===== src/rtl/bbc_pkg.sv =====
// ----------------------------------------------------------------------------
// Buffer cache package
// Shared types and constants of the block buffer cache tag engine.
// ----------------------------------------------------------------------------
package bbc_pkg;

   localparam int DefNumBuffers = 32;
   localparam int DefNumBuckets = 13;

   localparam int DevW  = 8;
   localparam int BlkW  = 24;
   localparam int RefW  = 8;
   localparam int TimeW = 32;
   localparam int IdxW  = 5;

   localparam logic [RefW-1:0] RefMax = 8'hFF;

   typedef enum logic [1:0] {
      REQ_GET     = 2'd0,
      REQ_RELEASE = 2'd1,
      REQ_PIN     = 2'd2,
      REQ_UNPIN   = 2'd3
   } req_type_type;

   typedef enum logic [1:0] {
      ST_OK      = 2'd0,
      ST_NO_FREE = 2'd1,
      ST_COUNT   = 2'd2,
      ST_UNUSED  = 2'd3
   } status_type;

   // One stored entry, kept as a single memory word.
   typedef struct packed {
      logic [DevW-1:0]  device;
      logic [BlkW-1:0]  block;
      logic [RefW-1:0]  refs;
      logic [TimeW-1:0] rtime;
      logic             valid;
   } entry_type;

   localparam int EntryW = $bits(entry_type);

endpackage


===== src/rtl/bbc_ram.sv =====
// ----------------------------------------------------------------------------
// Generic RAM
// Single write port, single read port with registered read data.
// ----------------------------------------------------------------------------
module bbc_ram #(
   parameter int Width = 8,
   parameter int Depth = 32
) (
   input  logic                     clock,
   input  logic                     wr_en,
   input  logic [$clog2(Depth)-1:0] wr_addr,
   input  logic [Width-1:0]         wr_data,
   input  logic [$clog2(Depth)-1:0] rd_addr,
   output logic [Width-1:0]         rd_data
);

   logic [Width-1:0] mem [Depth];

   always_ff @(posedge clock) begin
      if (wr_en) begin
         mem[wr_addr] <= wr_data;
      end
      rd_data <= mem[rd_addr];
   end

endmodule


===== src/rtl/bbc_mod.sv =====
// ----------------------------------------------------------------------------
// Bucket modulo
// Home bucket of a block number by reciprocal multiplication, ready in the cycle
// after start.
// ----------------------------------------------------------------------------
module bbc_mod #(
   parameter int NumBuckets = 13,
   parameter int BktW = 4
) (
   input  logic                      clock,
   input  logic                      reset,
   input  logic                      start,
   input  logic [bbc_pkg::BlkW-1:0]  value,
   output logic                      done,
   output logic [BktW-1:0]           remainder
);
   import bbc_pkg::*;

   // The quotient is (value * Recip) >> Sh. With Sh = BlkW + ceil(log2(NumBuckets)) and
   // Recip = floor(2^Sh / NumBuckets) + 1 the quotient is exact for every BlkW-bit value.
   localparam int LogB  = (NumBuckets > 1) ? $clog2(NumBuckets) : 0;
   localparam int Sh    = BlkW + LogB;
   localparam int MW    = BlkW + 2;
   localparam int PW    = BlkW + MW;
   localparam logic [MW-1:0] Recip = MW'(((64'd1 << Sh) / 64'(NumBuckets)) + 64'd1);

   logic [PW-1:0]   prod;
   logic [BlkW-1:0] quot_ff, quot_in;
   logic [BlkW-1:0] val_ff, val_in;
   logic [BlkW-1:0] rem_full;
   logic            busy_ff, busy_in;

   always_comb begin
      prod    = PW'(value) * PW'(Recip);
      quot_in = quot_ff;
      val_in  = val_ff;
      busy_in = start;
      if (start) begin
         quot_in = BlkW'(prod >> Sh);
         val_in  = value;
      end
   end

   always_ff @(posedge clock) begin
      if (reset) begin
         busy_ff <= 1'b0;
      end else begin
         busy_ff <= busy_in;
      end
      quot_ff <= quot_in;
      val_ff  <= val_in;
   end

   // The quotient times the bucket count never exceeds the value, so BlkW bits hold it.
   assign rem_full  = val_ff - BlkW'(quot_ff * BlkW'(NumBuckets));
   assign done      = busy_ff;
   assign remainder = rem_full[BktW-1:0];

endmodule


===== src/rtl/block_buffer_cache_lru_top.sv =====
// Steps: a get finds the home bucket, then scans the entries in order, reading each one and
// finding the bucket of each free entry, stops early on a hit, and writes the chosen entry
// back. Release, pin and unpin read and write the one named entry; an out-of-range index is
// answered without a memory access. One request at a time: a new request is taken only after
// the response to the last one has been transferred.
// Reset: a clearing pass writes zero to every entry, with req_ready low.
// ----------------------------------------------------------------------------
// Block buffer cache top
// Tag lookup and LRU victim selection over an entry memory.
// ----------------------------------------------------------------------------
module block_buffer_cache_lru_top #(
   parameter int NUM_BUFFERS = bbc_pkg::DefNumBuffers,
   parameter int NUM_BUCKETS = bbc_pkg::DefNumBuckets
) (
   input  logic                       clock,
   input  logic                       reset,
   input  logic                       req_valid,
   output logic                       req_ready,
   input  logic [1:0]                 req_req_type,
   input  logic [bbc_pkg::DevW-1:0]   req_device_id,
   input  logic [bbc_pkg::BlkW-1:0]   req_block_number,
   input  logic [bbc_pkg::IdxW-1:0]   req_buffer_index,
   input  logic [bbc_pkg::TimeW-1:0]  req_now_tick,
   output logic                       rsp_valid,
   input  logic                       rsp_ready,
   output logic [bbc_pkg::IdxW-1:0]   rsp_result_index,
   output logic                       rsp_was_hit,
   output logic                       rsp_needs_read,
   output logic [1:0]                 rsp_status
);
   import bbc_pkg::*;

   localparam int AW   = $clog2(NUM_BUFFERS);
   localparam int CW   = AW + 1;
   localparam int BktW = (NUM_BUCKETS > 1) ? $clog2(NUM_BUCKETS) : 1;

   // State machine: clear pass, idle, home bucket, scan, candidate bucket, single-entry read and write, respond.
   typedef enum logic [6:0] {
      S_CLEAR = 7'b0000001,
      S_IDLE  = 7'b0000010,
      S_HOME  = 7'b0000100,
      S_SCAN  = 7'b0001000,
      S_EMOD  = 7'b0010000,
      S_ONE   = 7'b0100000,
      S_RESP  = 7'b1000000
   } state_type;

   state_type state_ff, state_in;

   // Captured request.
   logic [1:0]       rtype_ff;
   logic [DevW-1:0]  dev_ff;
   logic [BlkW-1:0]  blk_ff;
   logic [IdxW-1:0]  idx_ff;
   logic [TimeW-1:0] now_ff;
   logic [BktW-1:0]  home_ff, home_in;

   // Scan bookkeeping.
   logic [CW-1:0]    addr_ff, addr_in;
   logic [AW-1:0]    cur_ff, cur_in;
   entry_type        cur_ent_ff, cur_ent_in;
   logic             found_ff, found_in, have_ff, have_in;
   logic [AW-1:0]    best_ff, best_in;
   logic [BktW-1:0]  best_d_ff, best_d_in;
   logic [TimeW-1:0] best_t_ff, best_t_in;
   entry_type        best_ent_ff, best_ent_in;

   // Response register.
   logic             rv_ff, rv_in;
   logic [IdxW-1:0]  ridx_ff, ridx_in;
   logic             rhit_ff, rhit_in, rrd_ff, rrd_in;
   logic [1:0]       rst_ff, rst_in;

   // Memory ports.
   logic             wr_en;
   logic [AW-1:0]    wr_addr, rd_addr;
   entry_type        wr_data, rd_data;

   bbc_ram #(.Width(EntryW), .Depth(NUM_BUFFERS)) u_ram (
      .clock  (clock),
      .wr_en  (wr_en),
      .wr_addr(wr_addr),
      .wr_data(wr_data),
      .rd_addr(rd_addr),
      .rd_data(rd_data)
   );

   // Modulo unit, shared between the home bucket and each candidate's bucket.
   logic             mod_start, mod_done;
   logic [BlkW-1:0]  mod_val;
   logic [BktW-1:0]  mod_rem;

   bbc_mod #(.NumBuckets(NUM_BUCKETS), .BktW(BktW)) u_mod (
      .clock    (clock),
      .reset    (reset),
      .start    (mod_start),
      .value    (mod_val),
      .done     (mod_done),
      .remainder(mod_rem)
   );

   logic             req_fire, rsp_fire, idx_ok, rd_pending_ff;
   logic [BktW:0]    dist_w;
   logic [BktW-1:0]  bkt_dist;
   logic [AW-1:0]    tgt;

   assign req_ready = (state_ff == S_IDLE) && !rv_ff;
   assign req_fire  = req_valid && req_ready;
   assign rsp_fire  = rv_ff && rsp_ready;
   assign idx_ok    = {{(CW > IdxW ? CW-IdxW : 0){1'b0}}, req_buffer_index} < (CW > IdxW ? CW : IdxW)'(NUM_BUFFERS);
   assign tgt       = AW'(idx_ff);

   // Distance from home bucket, with wrap.
   assign dist_w   = (mod_rem >= home_ff) ? {1'b0, mod_rem - home_ff}
                   : {1'b0, mod_rem} + (BktW+1)'(NUM_BUCKETS) - {1'b0, home_ff};
   assign bkt_dist = dist_w[BktW-1:0];

   always_comb begin
      state_in    = state_ff;
      addr_in     = addr_ff;
      cur_in      = cur_ff;
      cur_ent_in  = cur_ent_ff;
      found_in    = found_ff;
      have_in     = have_ff;
      best_in     = best_ff;
      best_d_in   = best_d_ff;
      best_t_in   = best_t_ff;
      best_ent_in = best_ent_ff;
      home_in     = home_ff;
      rv_in       = rv_ff && !rsp_fire;
      ridx_in     = ridx_ff;
      rhit_in     = rhit_ff;
      rrd_in      = rrd_ff;
      rst_in      = rst_ff;
      wr_en       = 1'b0;
      wr_addr     = addr_ff[AW-1:0];
      wr_data     = '0;
      rd_addr     = addr_ff[AW-1:0];
      mod_start   = 1'b0;
      mod_val     = rd_data.block;

      unique case (state_ff)
         S_CLEAR: begin
            wr_en = 1'b1;
            addr_in = addr_ff + 1'b1;
            if (addr_ff == CW'(NUM_BUFFERS - 1)) begin
               state_in = S_IDLE;
            end
         end
         S_IDLE: begin
            if (req_fire) begin
               addr_in = '0;
               found_in = 1'b0;
               have_in = 1'b0;
               if (req_req_type == REQ_GET) begin
                  mod_start = 1'b1;
                  mod_val   = req_block_number;
                  state_in  = S_HOME;
               end else if (idx_ok) begin
                  state_in = S_ONE;
               end else begin
                  rv_in = 1'b1; ridx_in = req_buffer_index;
                  rhit_in = 1'b0; rrd_in = 1'b0; rst_in = ST_OK;
               end
            end
            rd_addr = AW'(req_buffer_index);
         end
         S_HOME: begin
            rd_addr = '0;
            if (mod_done) begin
               home_in  = mod_rem;
               addr_in  = '0;
               state_in = S_SCAN;
            end
         end
         S_SCAN: begin
            // rd_data holds entry addr_ff when rd_pending_ff is set.
            rd_addr = addr_ff[AW-1:0];
            if (rd_pending_ff) begin
               cur_in = addr_ff[AW-1:0];
               cur_ent_in = rd_data;
               if (rd_data.device == dev_ff && rd_data.block == blk_ff) begin
                  found_in = 1'b1;
                  best_in = addr_ff[AW-1:0];
                  best_ent_in = rd_data;
                  state_in = S_RESP;
               end else if (rd_data.refs == '0 && !found_ff) begin
                  mod_start = 1'b1;
                  state_in = S_EMOD;
               end else begin
                  addr_in = addr_ff + 1'b1;
                  if (addr_ff == CW'(NUM_BUFFERS - 1)) begin
                     state_in = S_RESP;
                  end
               end
            end
         end
         S_EMOD: begin
            rd_addr = cur_ff;
            if (mod_done) begin
               if (!have_ff || bkt_dist < best_d_ff ||
                   (bkt_dist == best_d_ff && cur_ent_ff.rtime < best_t_ff)) begin
                  have_in = 1'b1;
                  best_in = cur_ff;
                  best_d_in = bkt_dist;
                  best_t_in = cur_ent_ff.rtime;
                  best_ent_in = cur_ent_ff;
               end
               addr_in = addr_ff + 1'b1;
               state_in = (addr_ff == CW'(NUM_BUFFERS - 1)) ? S_RESP : S_SCAN;
               rd_addr = addr_in[AW-1:0];
            end
         end
         S_ONE: begin
            rd_addr = tgt;
            wr_addr = tgt;
            if (rd_pending_ff) begin
               wr_data = rd_data;
               rv_in = 1'b1; ridx_in = idx_ff; rhit_in = 1'b0; rrd_in = 1'b0;
               rst_in = ST_OK;
               state_in = S_IDLE;
               if (rtype_ff == REQ_PIN) begin
                  if (rd_data.refs == RefMax) rst_in = ST_COUNT;
                  else begin wr_en = 1'b1; wr_data.refs = rd_data.refs + 1'b1; end
               end else begin
                  if (rd_data.refs == '0) rst_in = ST_COUNT;
                  else begin
                     wr_en = 1'b1;
                     wr_data.refs = rd_data.refs - 1'b1;
                     if (rtype_ff == REQ_RELEASE && rd_data.refs == RefW'(1))
                        wr_data.rtime = now_ff;
                  end
               end
            end
         end
         S_RESP: begin
            wr_addr = best_ff;
            wr_data = best_ent_ff;
            rv_in = 1'b1;
            rrd_in = 1'b0;
            rst_in = ST_OK;
            ridx_in = IdxW'(best_ff);
            state_in = S_IDLE;
            if (found_ff) begin
               rhit_in = 1'b1;
               if (best_ent_ff.refs == RefMax) rst_in = ST_COUNT;
               else begin
                  wr_en = 1'b1;
                  wr_data.refs = best_ent_ff.refs + 1'b1;
                  wr_data.valid = 1'b1;
                  rrd_in = !best_ent_ff.valid;
               end
            end else if (have_ff) begin
               rhit_in = 1'b0;
               wr_en = 1'b1;
               wr_data.device = dev_ff;
               wr_data.block = blk_ff;
               wr_data.refs = RefW'(1);
               wr_data.valid = 1'b1;
               rrd_in = 1'b1;
            end else begin
               rhit_in = 1'b0;
               ridx_in = '0;
               rst_in = ST_NO_FREE;
            end
         end
         default: state_in = S_CLEAR;
      endcase
   end

   always_ff @(posedge clock) begin
      if (reset) begin
         state_ff <= S_CLEAR;
         addr_ff  <= '0;
         rv_ff    <= 1'b0;
         rd_pending_ff <= 1'b0;
      end else begin
         state_ff <= state_in;
         addr_ff  <= addr_in;
         rv_ff    <= rv_in;
         // Read data is good in the cycle after its address was held, in scan, home, candidate bucket or idle.
         rd_pending_ff <= ((state_ff == S_SCAN) && !rd_pending_ff) ||
                          ((state_ff == S_HOME) && mod_done) ||
                          ((state_ff == S_EMOD) && mod_done) ||
                          (state_ff == S_IDLE && req_fire);
      end
      cur_ff      <= cur_in;
      cur_ent_ff  <= cur_ent_in;
      found_ff    <= found_in;
      have_ff     <= have_in;
      best_ff     <= best_in;
      best_d_ff   <= best_d_in;
      best_t_ff   <= best_t_in;
      best_ent_ff <= best_ent_in;
      home_ff     <= home_in;
      ridx_ff     <= ridx_in;
      rhit_ff     <= rhit_in;
      rrd_ff      <= rrd_in;
      rst_ff      <= rst_in;
      if (req_fire) begin
         rtype_ff <= req_req_type;
         dev_ff   <= req_device_id;
         blk_ff   <= req_block_number;
         idx_ff   <= req_buffer_index;
         now_ff   <= req_now_tick;
      end
   end

   assign rsp_valid        = rv_ff;
   assign rsp_result_index = ridx_ff;
   assign rsp_was_hit      = rhit_ff;
   assign rsp_needs_read   = rrd_ff;
   assign rsp_status       = rst_ff;

`ifndef SYNTHESIS
   a_no_accept_busy: assert property (@(posedge clock) disable iff (reset)
      req_fire |-> !rv_ff) else $error("request taken while response pending");
   a_no_free_idx: assert property (@(posedge clock) disable iff (reset)
      rv_ff && rst_ff == ST_NO_FREE |-> ridx_ff == '0 && !rhit_ff)
      else $error("no-free response malformed");
   a_hit_no_status1: assert property (@(posedge clock) disable iff (reset)
      rv_ff && rhit_ff |-> rst_ff != ST_NO_FREE) else $error("hit with no-free");
`endif

endmodule


===== config.mk =====
export PLATFORM = sky130hd
export DESIGN_NAME = block_buffer_cache_lru_top
export DESIGN_NICKNAME = d
export VERILOG_FILES = /design/src/rtl/bbc_pkg.sv /design/src/rtl/bbc_ram.sv /design/src/rtl/bbc_mod.sv /design/src/rtl/block_buffer_cache_lru_top.sv
export SDC_FILE = /design/constraint.sdc
export NUM_CORES = 2
export LEC_CHECK = 0
export ABC_AREA = 0
export BUFFER_PORTS_ARGS = -buffer_cell sky130_fd_sc_hd__clkbuf_2
export CAP_MARGIN = 20
export CORE_MARGIN = 2
export CORE_UTILIZATION = 25
export CTS_CLUSTER_DIAMETER = 150
export DETAILED_ROUTE_END_ITERATION = 10
export GPL_ROUTABILITY_DRIVEN = 0
export PLACE_DENSITY_LB_ADDON = 0.05
export SLEW_MARGIN = 30
export SYNTH_ARGS = -nofsm -noshare
export SYNTH_HDL_FRONTEND = slang
export SYNTH_HIERARCHICAL = 1
export SYNTH_SLANG_ARGS = --single-unit

===== constraint.sdc =====
create_clock -name clock -period 9.95 [get_ports clock]
set_input_delay 0 -clock clock [delete_from_list [all_inputs] [get_ports clock]]
set_output_delay 0 -clock clock [all_outputs]
set_load 0.1 [all_outputs]

==> key figures <==
Routing
  • Initial DRC count: 4,288
  • Routed vias: 55,600
  • Wire per inst: 31.7 um
  • Average via count per standard cell: 4.54
  • DRC Markers: 0
  • Drt first pass iters: 6
  • Total Wirelength: 387,000 um
  • Post-DRT Antenna Nets: 0

Setup path
  • Crit Path Category: reg2reg
  • Arrival time worst endpoint: 9.10 ns
  • CP required: 10.58 ns
  • Reg2Reg Depth: 24
  • Critical path fanouts, max: 13
  • Reg-to-reg slack, setup: 1.48 ns
  • Critical path startpoint category: flop
  • Crit. End Element: flop

Die
  • I/O Pins: 86
  • Initial Util: 0.251
  • Die area: 0.452 mm2
  • Standard-cell rows: 245
  • Die height: 673 um
  • Core Area: 0.445 mm2
  • Chip Width: 673 um

Clock tree
  • Reg clk slew, reported paths: 0.06 ns
  • TritonCTS clock tree: done
  • Number of H-tree levels: 5
  • Clk buf depth: 4
  • Root Buffer: clkbuf_16
  • CTS resizes: 0
  • Clock Latency Late Sink: 0.95 ns
  • CTS Buf Count: 322
  • CTS Sinks: 2,711

Global routing
  • GRT Resource Usage Total: 0.170
  • First-pass GRT wire length: 530,000 um
  • Vias in the first global route: 59,300
  • Initial antenna violation count: 22
  • Largest net degree at the start of global routing: 107
  • Overflow after GRT: 0

STA
  • Final TNS setup: 0 ns
  • Setup-failing EPs final: 0
  • Fin crit share: 0.852
  • Final worst setup slack: 1.48 ns
  • RSZ-0062 raised after global routing: false
  • Clock skew: 0.0554 ns
  • Slew HR: 0.319
  • Max Freq: 118 MHz
  • Max-slew violation count: 0
  • Hold Vio Cnt, Final: 0
  • Tmin final: 8.47 ns
  • Worst-margin pin slew: 1.02 ns

Synth
  • Compound-cell area share of the yosys netlist: 0.0169
  • Post-synth EDFFs: 2,622
  • Post-Syn Nets: 5,978
  • Post-Syn Instances: 5,536
  • Simple-gate share of the synthesized area: 0.0236
  • Multiplexer area fraction after synthesis: 0.160
  • Synth warn: 6
  • Share of synthesized registers carrying an async set or reset: 0
  • Post-Syn Area: 0.112 mm2
  • FF+latch count, synth: 2,711
  • Synth Flop Type: edfxtp_1
  • Sequential share of the synthesized area: 0.720
  • Post-Synth Adder-Cell Area: 0.0515
  • Synth unique cells: 83
  • Syn avg cell area: 20.2 um2
  • Largest family of logic cells by synthesized area: multiplexers
  • Xor and xnor area share after synthesis: 0.00564

Job
  • Max Cap Viol: 0

Final layout
  • Commonest non-fill, non-tap cells in the layout: edfxtp_1, mux4_2, nand2_1
  • Leading cell type in the layout, fill and taps excluded: edfxtp_1
  • Final net count: 6,484
  • Share of layout cells above drive strength 1: 0.263
  • FF/Latch Area: 0.0805 mm2
  • Area occupied by multi-input gates: 0.0297 mm2
  • Fillers: 43,400
  • Synth-to-layout area growth: 19.2%

Worst hold path
  • Worst Hold Class: in2reg
  • Cells on Worst Hold Path: 2

Place
  • IO Port Bufs: 85
  • Post-DP HPWL: 214,000 um
  • Pre-CTS setup slack: 1.52 ns

Outcome
  • Status: finished clean
routing by layer:
metal,global-route usage,wire length [um]
met5,0,0
met1,0.239,181000
met3,0.0179,10800
met4,0.0281,6220
met2,0.286,189000
synth_stat cells, types with 7 or more instances:
cell type  instances  area share
o21ai_0          105      0.0047
o2bb2ai_1          7     0.00055
a211oi_1           7     0.00047
o211ai_1           8     0.00054
edfxtp_1        2622        0.70
nor2b_1           17     0.00095
a22oi_1            7     0.00047
nand2_1          359       0.012
mux2_2            92      0.0093
inv_1            350       0.012
nand4_1           11     0.00062
buf_4             28      0.0019
nand3_1           37      0.0017
mux2i_1          128       0.011
nor2_1            75      0.0025
ha_1             212       0.024
buf_6              7     0.00071
o22ai_1           17     0.00095
fa_1             155       0.028
dfxtp_1           89       0.016
clkbuf_1         119      0.0040
mux4_2           681        0.14
and3_1             9     0.00050
nor3_1            11     0.00049
a21oi_1           39      0.0017
buf_1             19     0.00064
mux2_1            19      0.0019
xnor2_1           27      0.0021
and2_1             9     0.00050
nor4_1            13     0.00073
nand2b_1          14     0.00078
nand3b_1           7     0.00047
a21o_1            19      0.0013
a221oi_1          18      0.0014
xor2_1            45      0.0035
buf_2             66      0.0030
o221ai_1           7     0.00055
state kept, by name, indices dropped and copies added, names as in the netlist, 5 cells and up:
name,cells
addr_ff,6
dev_ff,8
blk_ff,24
cur_ent_ff,73
u_ram/mem,2336
best_ent_ff,73
idx_ff,5
state_ff,7
best_t_ff,32
now_ff,32
best_ff,5
u_ram/rd_data,73
rsp_result_index,5
cur_ff,5
worst max-delay path, cell delays in order (launching register included):
cell and delay [ns]:
dfxtp_1 0.40, nor4_4 0.50, nand2_1 0.21, nor2_1 0.20
and3_2 0.56, buf_4 0.35, mux2_1 0.58, fa_1 0.48
inv_1 0.09, fa_1 0.39, inv_1 0.09, fa_1 0.45
fa_1 0.52, fa_1 0.53, fa_1 0.58, inv_1 0.07
fa_1 0.53, inv_1 0.05, ha_1 0.33, nand4_1 0.18
nor3_1 0.40, a21oi_1 0.13, a21oi_1 0.26, a311oi_1 0.11
xnor2_1 0.17
per-stage QoR:
| step | instances | instance area [um2] | hold slack (ns) | util |
|---|---|---|---|---|
| floorplan | 5536 | 112000 | 0.0716 | - |
| global placement | 11500 | 121000 | 0.180 | 0.271 |
| detailed placement | 11500 | 121000 | 0.179 | 0.273 |
| CTS | 12200 | 133000 | 0.0390 | 0.299 |
| global route | 12200 | 133000 | 0.0590 | 0.299 |
| finish | 12200 | 133000 | 0.101 | 0.299 |
cell families after synthesis:
family,Yosys count
flops,2711
mux,920
compound gates,285
xor+xnor,72
simple gates,591
buf+inv,590
fa+ha+maj,367
what timing repair did:
action	4_1_cts	5_1_grt
endpoints found under the setup margin	0	0
setup buffers	0	0
hold buffers	140	0
endpoints found under the hold margin	122	0
final timing paths:
kind                                     startpoint                to
worst max-delay path                    state_ff[6]  u_mod/quot_ff[3]
worst min-delay path            req_buffer_index[1]         idx_ff[1]
worst max register to register          state_ff[6]  u_mod/quot_ff[3]
worst min register to register    u_ram/rd_data[19]    cur_ent_ff[19]
area by class of cell:
cell class | instances | area share
Clock buffer | 427 | 0.0659
Clock inverter | 159 | 0.0117
Inverter | 351 | 0.00995
Tap cell | 5928 | 0.0557
Sequential cell | 2711 | 0.604
Antenna cell | 3 | 0.0000563
Timing Repair Buffer | 421 | 0.0296
Multi-Input combinational cell | 2235 | 0.223
Power is not shown: default switching activity piles up to over one toggle a cycle in this logic, so the estimate is an artifact.
